**src/rtl/core/icr_pkg.sv**
```systemverilog
// ----------------------------------------------------------------------------
// icr_pkg: shared types and constants for interior cell removal
// Grid limits, field widths, register indexes and beat structs.
// ----------------------------------------------------------------------------
package icr_pkg;

  localparam int MAX_WIDTH  = 512;
  localparam int MAX_HEIGHT = 256;

  localparam int CODE_W = 8;
  localparam int COL_W  = $clog2(MAX_WIDTH);
  localparam int ROW_W  = $clog2(MAX_HEIGHT + 1);

  localparam int GRID_W_BITS = 10;
  localparam int GRID_H_BITS = 9;
  localparam int CFG_DATA_W  = 10;
  localparam int CFG_IDX_W   = 2;

  localparam logic [CFG_IDX_W-1:0] REG_GRID_WIDTH  = 2'd0;
  localparam logic [CFG_IDX_W-1:0] REG_GRID_HEIGHT = 2'd1;

  localparam logic [CODE_W-1:0] CODE_EMPTY  = 8'd0;
  localparam logic [CODE_W-1:0] CODE_SOLID  = 8'd1;
  localparam logic [CODE_W-1:0] CODE_MARKED = 8'd2;

  localparam int RESET_WIDTH  = 300;
  localparam int RESET_HEIGHT = 250;

  typedef struct packed {
    logic [CODE_W-1:0] cell_code;
    logic              pad_item;
  } in_beat_t;

  typedef struct packed {
    logic [CODE_W-1:0] result_code;
    logic              frame_last;
  } out_beat_t;

  // neighborhood of one emitted cell plus its position flags
  typedef struct packed {
    logic [CODE_W-1:0] center;
    logic [CODE_W-1:0] up;
    logic [CODE_W-1:0] left;
    logic [CODE_W-1:0] right;
    logic [CODE_W-1:0] down;
    logic              has_up;
    logic              has_left;
    logic              has_right;
    logic              has_down;
  } win_t;

endpackage

```
**src/rtl/core/icr_classify.sv**
```systemverilog
// ----------------------------------------------------------------------------
// icr_classify: interior test for one cell
// Marked cells clear; solid cells with four solid or marked neighbors clear.
// ----------------------------------------------------------------------------
module icr_classify (
  input  icr_pkg::win_t                 win,
  output logic [icr_pkg::CODE_W-1:0]    result_code
);

  function automatic logic solidish(input logic [icr_pkg::CODE_W-1:0] v);
    return (v == icr_pkg::CODE_SOLID) || (v == icr_pkg::CODE_MARKED);
  endfunction

  logic interior;

  always_comb begin
    interior = (win.center == icr_pkg::CODE_SOLID) &&
               win.has_up && win.has_left && win.has_right && win.has_down &&
               solidish(win.up) && solidish(win.left) &&
               solidish(win.right) && solidish(win.down);
    if ((win.center == icr_pkg::CODE_MARKED) || interior) begin
      result_code = icr_pkg::CODE_EMPTY;
    end else begin
      result_code = win.center;
    end
  end

endmodule

```
**config.mk**
```make
export PLATFORM = sky130hd
export DESIGN_NAME = icr_classify
export DESIGN_NICKNAME = d
export VERILOG_FILES = /design/src/rtl/core/icr_pkg.sv /design/src/rtl/core/icr_classify.sv
export SDC_FILE = /design/constraint.sdc
export NUM_CORES = 1
export LEC_CHECK = 0
export BUFFER_PORTS_ARGS = -buffer_cell sky130_fd_sc_hd__buf_4
export CORE_AREA = 3 3 40 42
export DETAILED_ROUTE_END_ITERATION = 8
export DIE_AREA = 0 0 43 45
export PLACE_DENSITY = 0.59
export REMOVE_ABC_BUFFERS = 1
export SLEW_MARGIN = 40
export SYNTH_ARGS = -nofsm -noshare
export SYNTH_HDL_FRONTEND = slang
export SYNTH_SLANG_ARGS = --single-unit
```
**constraint.sdc**
```tcl
create_clock -name vclk -period 1.47
set_input_delay 0.294 -clock vclk [all_inputs]
set_output_delay 0.294 -clock vclk [all_outputs]
set_load 0.05 [all_outputs]
```
==> flow_summary.json <==
{
  "status": "finished, violations left",
  "violations": "negative setup slack",
  "die_h_um": 45,
  "crit_start": "win[14]",
  "place_congestion": 0.6915,
  "drc": 0,
  "viasPerCell": 4.374,
  "critical_path.top_delay_family": "compound AO/OA/AOI/OAI gates",
  "wl_per_cell_um": 12.73,
  "grt_overflow": 0,
  "synth_area_leaders": "nor4_2 20%, xor2_1 18%, clkbuf_1 9.8%",
  "diodes": 0,
  "finalWorstSetupSlack_ps": -179.1,
  "grt_pass1_vias": 419,
  "drt_first_iter_violations": 0,
  "rsz0062_at_grt": "true",
  "initial_utilization_pct": 14.90,
  "cap_viol_max_count": 0,
  "die_area_um2": 1935,
  "timing.final.max_slew_violations": 0,
  "port_buffers": 52,
  "timing.hold.ws_ps": 851.4,
  "worstMarginPinSlew_ps": 205.5,
  "grt_pass1_wl_um": 1642,
  "min_path_type": "input pin to primary output",
  "period_minus_slack_ps": 1649,
  "netlist.area_leader.share_pct": 19.61,
  "grt_max_degree": 3,
  "yosysUniqueCellTypes": 12,
  "vias": 398,
  "worst-path-stages": 5,
  "crit_arrival_ps": 1360,
  "syn_area_um2": 191.4,
  "crit_fanout": 1,
  "required_ps": 1180,
  "yosysWarnings": 0,
  "wl_um": 1158,
  "crit_chain": "buf_6, nor4_4, nand4_1, o41a_1, buf_6",
  "timing.fmax_mhz": 606.4,
  "crit_path_max_incr_delay_ps": 430,
  "synth.largest_area_cell": "nor4_2",
  "path_buf_inv": 2,
  "finalInstanceArea_um2": 700.7,
  "ys_seq_area_share_pct": 0,
  "die_w_um": 43,
  "drt-pass1-iter-count": 1,
  "max-slew-margin-rel_pct": 86.18,
  "post-route-period-util_pct": 112.2,
  "p_leak_nw": 0.3306,
  "netlist_instances": 26,
  "cp-start-kind": "input pin",
  "coreArea_um2": 1285,
  "fillCellCount": 130,
  "ioPinCount": 52,
  "nClkBuffers": 0,
  "netlist_top_cells_count": "5 x clkbuf_1, 4 x xor2_1, 3 x nand4_1, 3 x nor4_1, 3 x nor4_2",
  "irDropWorstVdd_v": 0.0001802,
  "hold_buffers": 0,
  "cpMaxStageDelayCell": "o41a_1",
  "hold_viol": 0,
  "finalPower_mw": 0.2099,
  "layout-drive-gt1-share_pct": 82.89,
  "area_growth_syn_to_layout_pct": 266.0,
  "synth.most_common_cell": "clkbuf_1",
  "critPathCapture": "result_code[0]",
  "nNetsFinal": 122,
  "postSynthAreaPerCell_um2": 7.363,
  "p_per_area_nw_per_um2": 299.6,
  "nFlopsAndLatches": 0,
  "antenna_found_initial": 0,
  "rows": 13,
  "setup-violations-final": 2,
  "grt_usage_pct": 10.86,
  "path_common_cell": "buf_6",
  "ant_nets": 0,
  "path_class": "input pin to primary output",
  "dp_hpwl_um": 1006,
  "dpl_cell_area_um2": 601.8,
  "hold_depth": 2,
  "worstSetupEndpointType": "primary output",
  "seq_area_um2": 0
}
## report_power, final
part,internal [mW],switching [mW],leakage [nW]
combinational,0.120,0.0897,0.331
clock,0,0,0
sequential,0,0,0
total,0.120,0.0897,0.331
## placed cells by master (no fill, tap or decap)
cell and n:
and4b_1 1, and4bb_2 1, buf_4 45, buf_6 10, buf_8 1, nand2_1 1, nand4_1 3, nor2_1 2
nor4_2 2, nor4_4 4, o21a_1 1, o41a_1 1, xor2_1 4
## logic make-up (layout without fill, tap and decap cells)
| group | count (synthesis) | after routing | share of synthesized area [%] |
|---|---|---|---|
| xor+xnor | 4 | 4 | 18.30 |
| compound gates | 2 | 2 | 9.805 |
| simple gates | 14 | 14 | 56.87 |
| buf+inv | 6 | 56 | 15.03 |
## worst min-delay path by stage
stage / startpoint / to
2_1_floorplan: win[38] / result_code[2]
3_3_place_gp: win[41] / result_code[5]
3_5_place_dp: win[41] / result_code[5]
4_1_cts: win[42] / result_code[6]
5_1_grt: win[43] / result_code[7]
6_report: win[43] / result_code[7]
## area by class of cell
| cell class | instances | area, um2 | share of cell area, % |
|---|---|---|---|
| multi-input cells | 20 | 216.5 | 30.89 |
| well taps | 15 | 18.77 | 2.679 |
| repair buffers | 56 | 465.4 | 66.43 |
## what timing repair did
| action | in CTS | in global routing |
|---|---|---|
| gates cloned | 0 | 0 |
| endpoints found under the setup margin | 2 | 2 |
| resized for setup | 15 | 4 |
| pin swaps | 8 | 4 |
| buffers inserted | 0 | 1 |
## metrics by stage
step | setup slack (ps) | std cells | util, % | TNS (ps)
final | -179.1 | 91 | 54.53 | -200.9
after floorplan | -83.24 | 20 | - | -83.24
after detailed placement | -250.9 | 91 | 46.84 | -315.9
after global placement | -231.3 | 91 | 46.84 | -293.4
after CTS | -185.4 | 91 | 52.58 | -214.2
after global routing | -232.6 | 91 | 54.53 | -308.2
## layer usage
layer	global-route usage (%)	wire length, um
met3	1.195	112
met4	0	0
met1	8.810	320
met5	0	0
met2	27.25	725
No activity file was read; power rests on OpenSTA's default activity.
